**config.mk**
```make
export PLATFORM = sky130hd
export DESIGN_NAME = lep_ctrl
export DESIGN_NICKNAME = d
export VERILOG_FILES = /design/src/rtl/lep_pkg.sv /design/src/rtl/lep_ctrl.sv
export SDC_FILE = /design/constraint.sdc
export NUM_CORES = 1
export LEC_CHECK = 0
export BUFFER_PORTS_ARGS = -buffer_cell sky130_fd_sc_hd__buf_2
export CAP_MARGIN = 0
export CORE_AREA = 2 2 39 41
export CTS_CLUSTER_DIAMETER = 80
export DETAILED_ROUTE_END_ITERATION = 8
export DIE_AREA = 0 0 41 43
export PLACE_DENSITY = 0.59
export SLEW_MARGIN = 20
export SYNTH_ARGS = -nofsm -noshare
export SYNTH_HDL_FRONTEND = slang
export SYNTH_SLANG_ARGS = --single-unit
export TNS_END_PERCENT = 10
```
**constraint.sdc**
```tcl
create_clock -name i_clk -period 1.71 [get_ports i_clk]
set_clock_uncertainty 0.05 [all_clocks]
set_input_delay 0.171 -clock i_clk [delete_from_list [all_inputs] [get_ports i_clk]]
set_output_delay 0.171 -clock i_clk [all_outputs]
set_load 0.05 [all_outputs]
```
**src/rtl/lep_pkg.sv**
```systemverilog
// Shared types and constants for the lower envelope peak finder.
// No dependencies.
package lep_pkg;

    localparam int VALUE_WIDTH   = 32;
    localparam int FRAC_BITS     = 16;
    localparam int POS_W         = FRAC_BITS + 1;
    localparam int MAX_LINES_DEF = 64;

    // One incoming line
    typedef struct packed {
        logic signed [VALUE_WIDTH-1:0] left_value;
        logic signed [VALUE_WIDTH-1:0] right_value;
        logic                          last_line;
    } t_line_in;

    // One search result
    typedef struct packed {
        logic [POS_W-1:0] peak_position;
        logic             overflow;
    } t_peak_out;

    // Commands from the controller to the datapath
    typedef struct packed {
        logic load;
        logic idx_clr;
        logic idx_inc;
        logic min_cmp;
        logic best_init;
        logic div_start;
        logic div_step;
        logic scan_take;
        logic step_end;
        logic finish;
        logic finish_one;
    } t_lep_cmd;

    // Status from the datapath to the controller
    typedef struct packed {
        logic idx_last;
        logic rises;
        logic cand;
        logic div_done;
        logic q_valid;
    } t_lep_sts;

endpackage

```
**src/rtl/lep_ctrl.sv**
```systemverilog
// Controller: sequences loading, the minimum pass and the pivot walk.
// Depends on lep_pkg.
module lep_ctrl (
    input  logic              i_clk,
    input  logic              i_rst_n,
    input  logic              i_start,
    input  logic              i_last_line,
    input  lep_pkg::t_lep_sts i_sts,
    output lep_pkg::t_lep_cmd o_cmd,
    output logic              o_busy,
    output logic              o_done
);
    import lep_pkg::*;

    typedef enum logic [3:0] {
        S_IDLE, S_MIN_RD, S_MIN_CMP, S_PIV_CHK, S_SCAN_RD,
        S_SCAN_CHK, S_DIV, S_SCAN_TAKE, S_STEP_END
    } t_state;

    t_state r_state, n_state;
    logic   r_busy, n_busy, r_done, n_done;
    logic   accept;

    assign accept = i_start && !r_busy;
    assign o_busy = r_busy;
    assign o_done = r_done;

    // Decode commands and next state
    always_comb begin
        o_cmd   = '0;
        n_state = r_state;
        n_done  = 1'b0;
        case (r_state)
            S_IDLE: begin
                if (accept) begin
                    o_cmd.load = 1'b1;
                    if (i_last_line) begin
                        o_cmd.idx_clr = 1'b1;
                        n_state       = S_MIN_RD;
                    end
                end
            end
            S_MIN_RD: n_state = S_MIN_CMP;
            S_MIN_CMP: begin
                o_cmd.min_cmp = 1'b1;
                if (i_sts.idx_last) begin
                    n_state = S_PIV_CHK;
                end else begin
                    o_cmd.idx_inc = 1'b1;
                    n_state       = S_MIN_RD;
                end
            end
            S_PIV_CHK: begin
                if (!i_sts.rises) begin
                    o_cmd.finish = 1'b1;
                    n_done       = 1'b1;
                    n_state      = S_IDLE;
                end else begin
                    o_cmd.idx_clr   = 1'b1;
                    o_cmd.best_init = 1'b1;
                    n_state         = S_SCAN_RD;
                end
            end
            S_SCAN_RD: n_state = S_SCAN_CHK;
            S_SCAN_CHK: begin
                if (i_sts.cand) begin
                    o_cmd.div_start = 1'b1;
                    n_state         = S_DIV;
                end else if (i_sts.idx_last) begin
                    n_state = S_STEP_END;
                end else begin
                    o_cmd.idx_inc = 1'b1;
                    n_state       = S_SCAN_RD;
                end
            end
            S_DIV: begin
                if (i_sts.div_done) begin
                    n_state = S_SCAN_TAKE;
                end else begin
                    o_cmd.div_step = 1'b1;
                end
            end
            S_SCAN_TAKE: begin
                o_cmd.scan_take = 1'b1;
                if (i_sts.idx_last) begin
                    n_state = S_STEP_END;
                end else begin
                    o_cmd.idx_inc = 1'b1;
                    n_state       = S_SCAN_RD;
                end
            end
            S_STEP_END: begin
                if (!i_sts.q_valid) begin
                    o_cmd.finish     = 1'b1;
                    o_cmd.finish_one = 1'b1;
                    n_done           = 1'b1;
                    n_state          = S_IDLE;
                end else begin
                    o_cmd.step_end = 1'b1;
                    n_state        = S_PIV_CHK;
                end
            end
            default: n_state = S_IDLE;
        endcase
        n_busy = (n_state != S_IDLE);
    end

    // Hold state and registered outputs
    always_ff @(posedge i_clk) begin
        if (!i_rst_n) begin
            r_state <= S_IDLE;
            r_busy  <= 1'b0;
            r_done  <= 1'b0;
        end else begin
            r_state <= n_state;
            r_busy  <= n_busy;
            r_done  <= n_done;
        end
    end

`ifndef NO_ASSERTIONS
    a_done_not_busy: assert property (@(posedge i_clk) disable iff (!i_rst_n)
        r_done |-> !r_busy) else $error("result strobe while busy");
    a_done_single: assert property (@(posedge i_clk) disable iff (!i_rst_n)
        r_done |=> !r_done) else $error("result strobe repeated");
    a_plain_load: assert property (@(posedge i_clk) disable iff (!i_rst_n)
        (accept && !i_last_line) |=> (!r_busy && !r_done))
        else $error("non-final line started a search");
    a_final_busy: assert property (@(posedge i_clk) disable iff (!i_rst_n)
        (accept && i_last_line) |=> r_busy) else $error("final line not searched");
`endif

endmodule

```
==> run metrics, run 1 <==
Filler cells 157; Remaining DRCs 0; routed length per instance 10.43 um; 1st-iter DRT viols 1; R2R Setup Slk 0.31 ns; Root Driver clkbuf_4; number of port buffers 21; Post-synth EDFFs 0; Final Cycle Share 0.9561; fin nets 87; clock transition at the registers of the reported paths 0.04 ns; Die Y 43 um; Max stage delay on crit path 0.39 ns; area occupied by multi-input gates 281.5 um^2; largest net degree at the start of global routing 15; Worst Setup End Kind primary output; Util after Layout 0.4195; CTS H-tree lvls 1; syn_area_per_cell 7.641 um^2; ys flop type dfxtp_1; ANT nets after route 0; Power, Total 386.2 uW; Die Wd 41 um; Synth Area in XOR/XNOR 0.02047; DRT Pass-1 Iters 2; unrepaired setup endpoints after global routing yes; Post-synth ARST share 0; Synth Area in Compound Gates 0.09357; CP max stage cell dfxtp_1; maximum clock rate 611.6 MHz; dominant cells by area after synthesis dfxtp_1, nor2_1, nand2b_1, nor3_1, nor4bb_1; r2r startpoint r_state[2]$_SDFF_PN0_; most frequent cells in the layout buf_2, nor2_1, clkbuf_4; Critical Path Start Type register; setup ws final 0.07501 ns; area share of the largest cell type after synthesis 0.2807; Ys Warns 0; Adder-Cell Fraction of Synth Area 0; Post-Place Worst Slack 0.1478 ns; Vias 457; Max clock buf depth 2; post-synth top area cell dfxtp_1; area grow syn2layout 35.67%; layout cells sized above 1 0.4342; all-layer global routing usage 0.1239; CTS Buf Count 3; final hold slack 0.1610 ns; Crit Path Category register to primary output; die area 1763 um^2; commonest non-fill, non-tap cell in the layout buf_2; path depth of the worst reg2reg path 4; final setup violation count 0; Critical Path, Cell by Cell buf_4, nand2b_1, nor3_1, clkbuf_4; Slew Limit Headroom 0.7971; Hold Crit Endpoint r_state[1]$_SDFF_PN0_; Seq. cell area 126.4 um^2; max-capacitance violation count 0; starting density of the core 0.3092; worst hold path class primary input to register; final hold viol count 0; RR Endpoint r_state[0]$_SDFF_PN0_; Skew-Pair Late Insertion Delay 0.24 ns; critical path data arrival time 1.41 ns; Overflow after GRT 0; sequential share of the synthesized area 0.2807; data required time of the critical path 1.49 ns; max-slew violations 0; maximum vdd ir drop 0.4569 mV; total core area 1384 um^2; worst-margin pin slew 0.3040 ns; first-pass GRT wire length 1.490 mm; GP Congestion 0.6578; Clock Sink Count 6; Mapped Nets 65; I/O pins 22; simple-gate share of the synthesized area 0.5117; Leak 0.0002778 uW; post-DR vias/cell 4.967; HPWL Detailed 789.6 um; vias in the first global route 384; synthesized flop and latch total 6; Min Clock Period, post-route 1.635 ns; status complete, no violations; Setup Buffers After CTS 0; final wirelength 960 um; dpl cells 89; Netlist cell types 32; antenna violations before repair 0; # rows 14; Post-Syn Area 427.9 um^2; multiplexer area fraction after synthesis 0; worst hold start i_rst_n; largest family of logic cells by synthesized area simple AND/OR/NAND/NOR gates; TritonCTS clock tree done; worst setup path startpoint r_state[3]$_SDFF_PN0_; Cell Count, Final, Fillers Out 92; crit-path max FO 10; Gate Count Post-Synth 56; pwr dens 665.3 nW/um^2; antenna fix cells 0; Hold Crit Depth 2
-- per-layer routing --
layer  vias up  GRT usage  wire, um  part of all wire
li1        237          -         -                 -
met4         0    0.06000         0                 0
met3         0    0.03141        43             0.045
met1       210     0.1558       447              0.47
met5         -          0         0                 0
met2        10     0.1875       470              0.49
-- sequential cells by signal (all words and copies together), names as in the netlist --
signal,flops
o_busy,1
r_state,4
o_done,1
-- worst max path at each step --
stage	endpoint	slack, ns	depth (start not counted)
finish	o_cmd[5]	0.08	4
global route	o_cmd[5]	-0.01	4
CTS	o_cmd[0]	0.02	3
detailed placement	o_cmd[1]	0.15	4
global placement	o_cmd[1]	0.17	4
floorplan	o_cmd[5]	-0.28	3
-- cell usage after synthesis, types with 2 or more instances --
library cell,number
nor3_1,4
dfxtp_1,6
inv_1,2
buf_2,2
nand4_1,2
nor4bb_1,2
and2_1,2
nand2b_1,4
nand2_1,2
a21oi_1,2
nor2_1,7
-- worst max-delay path: cells and delay by family, from the launching register on --
family                 cells  cell delay, ns
DFF                        1            0.39
buffers and inverters      2            0.44
and+or+nand+nor            2            0.35
-- report_power, final --
group	internal (uW)	total (uW)	switching [uW]
sequential	147	157	9.99
clock	79.0	125	45.7
combinational	37.4	104	66.7
-- stage by stage --
step / TNS [ns] / instance area, um^2
2_1_floorplan: -1.117 / 439.2
3_3_place_gp: 0 / 539.3
3_5_place_dp: 0 / 539.3
4_1_cts: 0 / 568.0
5_1_grt: -0.02347 / 580.6
6_report: 0 / 580.6
-- area by class of cell --
cell class                 count  area share
clock buffer                   3     0.03879
inverter                       2     0.01293
multi-input combinational     43      0.4849
sequential                     6      0.2177
tap                           16     0.03448
timing repair buffer          22      0.2112
-- logic make-up after synthesis --
| kind of cell | count (synthesis) |
|---|---|
| and+or+nand+nor | 36 |
| AOI/OAI and AO/OA | 6 |
| DFF | 6 |
| xor gates and xnor gates | 1 |
| buffers and inverters | 7 |
-- repair_timing --
| action | in CTS | in global routing |
|---|---|---|
| gates resized for setup | 4 | 5 |
| setup endpoints to repair | 4 | 4 |
| hold endpoints to repair | 0 | 0 |
| hold buffers | 0 | 0 |
Power figures use the tool's default switching activity.
==> run 2, diff against run 1 <==
--- a/config.mk
+++ b/config.mk
@@ -5,13 +5,14 @@
 export SDC_FILE = /design/constraint.sdc
 export NUM_CORES = 1
 export LEC_CHECK = 0
+export ABC_AREA = 1
 export BUFFER_PORTS_ARGS = -buffer_cell sky130_fd_sc_hd__buf_2
 export CAP_MARGIN = 0
 export CORE_AREA = 2 2 39 41
 export CTS_CLUSTER_DIAMETER = 80
 export DETAILED_ROUTE_END_ITERATION = 8
 export DIE_AREA = 0 0 41 43
-export PLACE_DENSITY = 0.59
+export PLACE_DENSITY = 0.57
 export SLEW_MARGIN = 20
 export SYNTH_ARGS = -nofsm -noshare
 export SYNTH_HDL_FRONTEND = slang
==> run 2 against run 1 <==
Flip-flop and latch count is the same. Worst setup slack improved by 0.058 ns. First-iteration DRC count rose to 17 times the previous value. Synthesized cell count up 29%. Core utilization down 1.2 points. Combinational power is 87% higher. Fmax up 3.7%. Via count increased by 9.4%. Highest routed layer is now met4. Sequential power up 6%. Count of clock-buffer cells in the layout stayed put. Die area unchanged. Final area down 2.8%.
==> run metrics, run 2 <==
status complete, no violations; HPWL Detailed 862.1 um (+9.2%); Overflow after GRT 0 (unchanged); total core area 1384 um^2 (unchanged); Slew Limit Headroom 0.8267 (+0.02962); Final Cycle Share 0.9223 (-0.03388); GP Congestion 0.7994 (+22%); top-count cell post-synth nor2_1; clock transition at the registers of the reported paths 0.05 ns (about the same); Clock Sink Count 6 (unchanged); crit-path max FO 5 (-5); TritonCTS clock tree done; Final Cell Area 564.3 um^2 (-2.8%); sequential share of the synthesized area 0.2954 (+0.01468); # rows 14 (unchanged); Critical Path Start Type register; setup_tns 0 ns (unchanged); post-cts gate resize count 0 (-4); area grow syn2layout 38.77%; vias in the first global route 396 (+3.1%); Max clock buf depth 2 (unchanged); starting density of the core 0.2939 (-0.01537); maximum clock rate 634.1 MHz (+3.7%); layout cells sized above 1 0.4000 (-0.03421); most frequent cells in the layout nor2_1, nand2_1, buf_2; Crit Path Category register to primary output; Vias 500 (+9.4%); post-DR vias/cell 4.505 (-9.3%); routed length per instance 9.144 um (-12%); Mapped Nets 81 (+25%); CTS Hold Bufs 0 (unchanged); final setup violation count 0 (unchanged); ys flop type dfxtp_1; CTS Buf Count 3 (unchanged); all-layer global routing usage 0.1404 (+0.01655); data required time of the critical path 1.49 ns (about the same); WP buf/inv 1 (-1); most frequent CP cell nand2_1; pwr dens 874.7 nW/um^2 (+31%); Netlist cell types 15 (-53%); max-slew violations 0 (unchanged); setup ws final 0.1329 ns (+0.05794 ns); Ys Warns 0 (unchanged); fin nets 106 (+22%); Setup Buffers After CTS 0 (unchanged); Skew-Pair Late Insertion Delay 0.25 ns (about the same); DRT Pass-1 Iters 4 (+2); critical path data arrival time 1.36 ns (-0.05 ns); Critical Path, Cell by Cell nor2_2, nand2_1, nor2_4, nand2_2, nand2_1, clkbuf_4; max reg flops 4 (unchanged); Post-Place Worst Slack 0.3167 ns (+0.1688 ns); max-capacitance violation count 0 (unchanged); Cell Area, Placed 531.8 um^2 (-1.4%); CTS H-tree lvls 1 (unchanged); Min Clock Period, post-route 1.577 ns (-0.05794 ns); final wirelength 1.015 mm (+5.7%); antenna violations before repair 0 (unchanged); Remaining DRCs 0 (unchanged); Die Wd 41 um (unchanged); first-pass GRT wire length 1.593 mm (+6.9%); Die Y 43 um (unchanged); 1st-iter DRT viols 17 (+16); maximum vdd ir drop 0.3272 mV (-28%); dominant cells by area after synthesis dfxtp_1, nor2_1, nand2_1, nand3_1, inv_1; synthesized flop and latch total 6 (unchanged); Max stage delay on crit path 0.34 ns (-0.05 ns); Most flops, register r_state; Commonest cells post-synth nor2_1, nand2_1, dfxtp_1; Root Driver clkbuf_4; Post-Syn Area 406.6 um^2 (-5.0%); unrepaired setup endpoints after global routing no; die area 1763 um^2 (unchanged); CP delay by family, top simple AND/OR/NAND/NOR gates; ANT nets after route 0 (unchanged); area share of the largest cell type after synthesis 0.2954 (+0.01468); Leak 0.0003434 uW (+24%); post-synth top area cell dfxtp_1; final hold viol count 0 (unchanged); Post-synth EDFFs 0 (unchanged); Gate Count Post-Synth 72 (+29%); Worst Setup End Kind primary output; largest net degree at the start of global routing 7 (-8); commonest non-fill, non-tap cell in the layout nor2_1; I/O pins 22 (unchanged); syn_area_per_cell 5.648 um^2 (-26%); Post-synth ARST share 0 (unchanged); antenna fix cells 0 (unchanged); number of port buffers 21 (unchanged); CP max stage cell dfxtp_2; worst-margin pin slew 0.2617 ns (-0.04222 ns); worst hold path class primary input to register
==> run 2: cell types whose count changed after synthesis, moves of 3 or more <==
cell / delta
nand2_1: +17
nor3_1: -4
inv_1: +3
nand3_1: +4
inv_2: +5
nand2b_1: -4
nor2_1: +14
==> run 2: cells by family (layout without fill, tap and decap cells) <==
logic type	Yosys count	count (layout)	share of synthesized area
buf+inv	12	35	0.1200
flops	6	6	0.2954
simple gates	49	49	0.5015
compound gates	5	5	0.08310
==> run 2: worst paths after layout <==
check                           slack (ns)               endpoint  depth (start not counted)                  start
worst max-delay path                  0.13               o_cmd[9]                          6  r_state[1]$_SDFF_PN0_
worst min-delay path                  0.18      o_busy$_SDFF_PN0_                          3                i_rst_n
worst max register to register        0.47      o_busy$_SDFF_PN0_                          7  r_state[2]$_SDFF_PN0_
worst min register to register        0.60  r_state[3]$_SDFF_PN0_                          4  r_state[1]$_SDFF_PN0_
==> run 2: stage by stage <==
| stage | power, uW | utilization | hold WS [ns] | cells |
|---|---|---|---|---|
| 2_1_floorplan | 314.9 | - | 0.2647 | 72 |
| 3_3_place_gp | 359.3 | 0.3843 | 0.4298 | 108 |
| 3_5_place_dp | 359.2 | 0.3843 | 0.4370 | 108 |
| 4_1_cts | 494.4 | 0.4005 | 0.1765 | 111 |
| 5_1_grt | 531.8 | 0.4078 | 0.1783 | 111 |
| 6_report | 493.6 | 0.4078 | 0.1773 | 111 |
==> run 2: layout make-up <==
| class | instances | area (um^2) |
|---|---|---|
| Tap cell | 16 | 20.02 |
| Multi-Input combinational cell | 54 | 245.2 |
| Sequential cell | 6 | 122.6 |
| Timing Repair Buffer | 21 | 112.6 |
| Inverter | 11 | 41.29 |
| Fill cell | 159 | 819.5 |
| Clock buffer | 3 | 22.52 |
==> run 2: power breakdown <==
group / internal, uW / leakage [uW] / switching (uW)
Clock: 79.6 / 0.0000138 / 53.7
Combinational: 52.6 / 0.000280 / 141
Sequential: 155 / 0.0000497 / 12.2
==> run 2: worst register-to-register path, cell delays in order, from the launching register on <==
cell and delay, ns:
dfxtp_1 0.40, nor2_1 0.10, nand3_1 0.13, nand2_1 0.08, nor2_1 0.12, nand3_1 0.09
nor2_1 0.11, nor2_1 0.04
==> run 2: layer usage <==
metal,wire [um],track usage
met5,0,0
met4,34,0.1200
met3,43,0.04712
met2,491,0.1844
met1,446,0.1731
==> run 3, diff against run 2 <==
--- a/config.mk
+++ b/config.mk
@@ -8,10 +8,11 @@
 export ABC_AREA = 1
 export BUFFER_PORTS_ARGS = -buffer_cell sky130_fd_sc_hd__buf_2
 export CAP_MARGIN = 0
-export CORE_AREA = 2 2 39 41
+export CORE_AREA = 8 8 45 47
 export CTS_CLUSTER_DIAMETER = 80
+export CTS_CLUSTER_SIZE = 40
 export DETAILED_ROUTE_END_ITERATION = 8
-export DIE_AREA = 0 0 41 43
+export DIE_AREA = 0 0 53 55
 export PLACE_DENSITY = 0.57
 export SLEW_MARGIN = 20
 export SYNTH_ARGS = -nofsm -noshare
==> constraint.sdc (replaced) <==
create_clock -name i_clk -period 1.9 [get_ports i_clk]
set_clock_uncertainty 0.05 [all_clocks]
set_input_delay 0.19 -clock i_clk [delete_from_list [all_inputs] [get_ports i_clk]]
set_output_delay 0.19 -clock i_clk [all_outputs]
set_load 0.05 [all_outputs]
==> run 3 against run 2 <==
Via count fell by 1.4%. Cell count did not move. Worst setup slack improved by 0.11 ns. Count of clock-buffer cells in the layout did not move. Register-to-register slack improved by 0.14 ns. Global-route usage fell by 6.3 points. Critical path depth rose by 1. Critical path type unchanged. Critical endpoint is now o_cmd[8].
==> run metrics, run 3 (same netlist as run 2, synthesis figures left out) <==
CTS Buf Count 3 (unchanged); vias in the first global route 422 (+6.6%); maximum vdd ir drop 0.3321 mV (+1.5%); Seq. cell area 120.1 um^2 (-2.0%); Skew-Pair Late Insertion Delay 0.23 ns (-0.02 ns); Min Clock Period, post-route 1.659 ns; max reg flops 4 (unchanged); layout cells sized above 1 0.3789 (-0.02105); Slew Limit Headroom 0.8309 (+0.004189); TritonCTS clock tree done; crit-path max FO 4 (-1); total core area 1384 um^2 (unchanged); Critical Path Start Type register; post-DR vias/cell 4.441 (-1.4%); pwr dens 772.4 nW/um^2 (-12%); Remaining DRCs 0 (unchanged); final wirelength 1.077 mm (+6.1%); maximum clock rate 602.7 MHz; unrepaired setup endpoints after global routing no; CTS H-tree lvls 1 (unchanged); dpl cells 108 (unchanged); CTS Hold Bufs 0 (unchanged); Setup Buffers After CTS 0 (unchanged); worst-margin pin slew 0.2554 ns (-0.006328 ns); I/O pins 22 (unchanged); critical path data arrival time 1.42 ns (+0.06 ns); clock transition at the registers of the reported paths 0.04 ns (about the same); Root Driver clkbuf_4; Filler cells 164 (+3.1%); most frequent cells in the layout buf_2, nor2_1, nand2_1; 1st-iter DRT viols 9 (-8); Cell Count, Final, Fillers Out 111 (unchanged); HPWL Detailed 957.5 um (+11%); antenna violations before repair 0 (unchanged); max-slew violations 0 (unchanged); setup_tns 0 ns (unchanged); Overflow after GRT 0 (unchanged); DRT Pass-1 Iters 6 (+2); Final Cycle Share 0.8732; area occupied by multi-input gates 240.2 um^2 (-2.0%); antenna fix cells 0 (unchanged); Clock Sink Count 6 (unchanged); Most flops, register r_state; all-layer global routing usage 0.07764 (-0.06278); fin nets 106 (unchanged); worst hold path class primary input to register; Max clock buf depth 2 (unchanged); starting density of the core 0.2939 (unchanged); # rows 14 (unchanged); GP Congestion 0.7824 (-2.1%); largest net degree at the start of global routing 7 (unchanged); first-pass GRT wire length 1.697 mm (+6.5%); Vias 493 (-1.4%); Leak 0.0003427 uW (-0.21%); Die Y 55 um (+28%); ANT nets after route 0 (unchanged); final hold slack 0.1957 ns (+0.01843 ns); number of port buffers 21 (unchanged); status complete, no violations; commonest non-fill, non-tap cell in the layout buf_2; routed length per instance 9.703 um (+6.1%); Worst Setup End Kind primary output; final hold viol count 0 (unchanged); Crit Path Category register to primary output; area grow syn2layout 35.08%; max-capacitance violation count 0 (unchanged); die area 2915 um^2 (+65%); final setup violation count 0 (unchanged); post-cts gate resize count 0 (unchanged); Die Wd 53 um (+29%); data required time of the critical path 1.66 ns (+0.17 ns); Util after Layout 0.3969 (-0.01085)
## run 3: worst max-delay path, cell delays in order (launching register included)
cell and delay, ns:
dfxtp_1 0.40, inv_2 0.08, nor2_1 0.16, nand2_1 0.09, inv_1 0.08, nor2_1 0.05, nor2_2 0.06, buf_2 0.26
## run 3: where the power goes
group	internal, uW	leakage, uW	switching, uW
Clock	70.9	0.0000138	38.6
Combinational	43.1	0.000280	123
Sequential	138	0.0000488	11.1
Total	252	0.000343	172
## run 3: layout make-up
type / instances / area share
multi-input cells: 54 / 0.4374
flip-flops and latches: 6 / 0.2187
repair buffers: 21 / 0.1913
inverters: 11 / 0.07517
clock buffers: 3 / 0.04100
well taps: 16 / 0.03645
## run 3: worst paths after layout
check,slack [ns],start,to,depth (start not counted)
worst max-delay path,0.24,r_state[1]$_SDFF_PN0_,o_cmd[8],7
worst min-delay path,0.20,i_rst_n,r_state[3]$_SDFF_PN0_,3
worst max register to register,0.61,r_state[2]$_SDFF_PN0_,o_busy$_SDFF_PN0_,7
worst min register to register,0.59,o_busy$_SDFF_PN0_,r_state[0]$_SDFF_PN0_,5
## run 3: metrics by stage
step                area [um^2]  setup slack, ns  total power, uW
global placement          526.8           0.4742            320.9
finish                    549.3           0.2408            424.3
floorplan                 409.1          0.05681            278.6
CTS                       549.3           0.2202            433.9
detailed placement        526.8           0.4902            318.3
global route              549.3           0.1096            455.7
## run 3: layer usage
metal,up-vias,global-route usage,routed length (um)
met2,13,0.1289,534
li1,267,-,-
met5,-,0,0
met3,0,0.03476,92
met1,213,0.08219,450
met4,0,0.03879,0
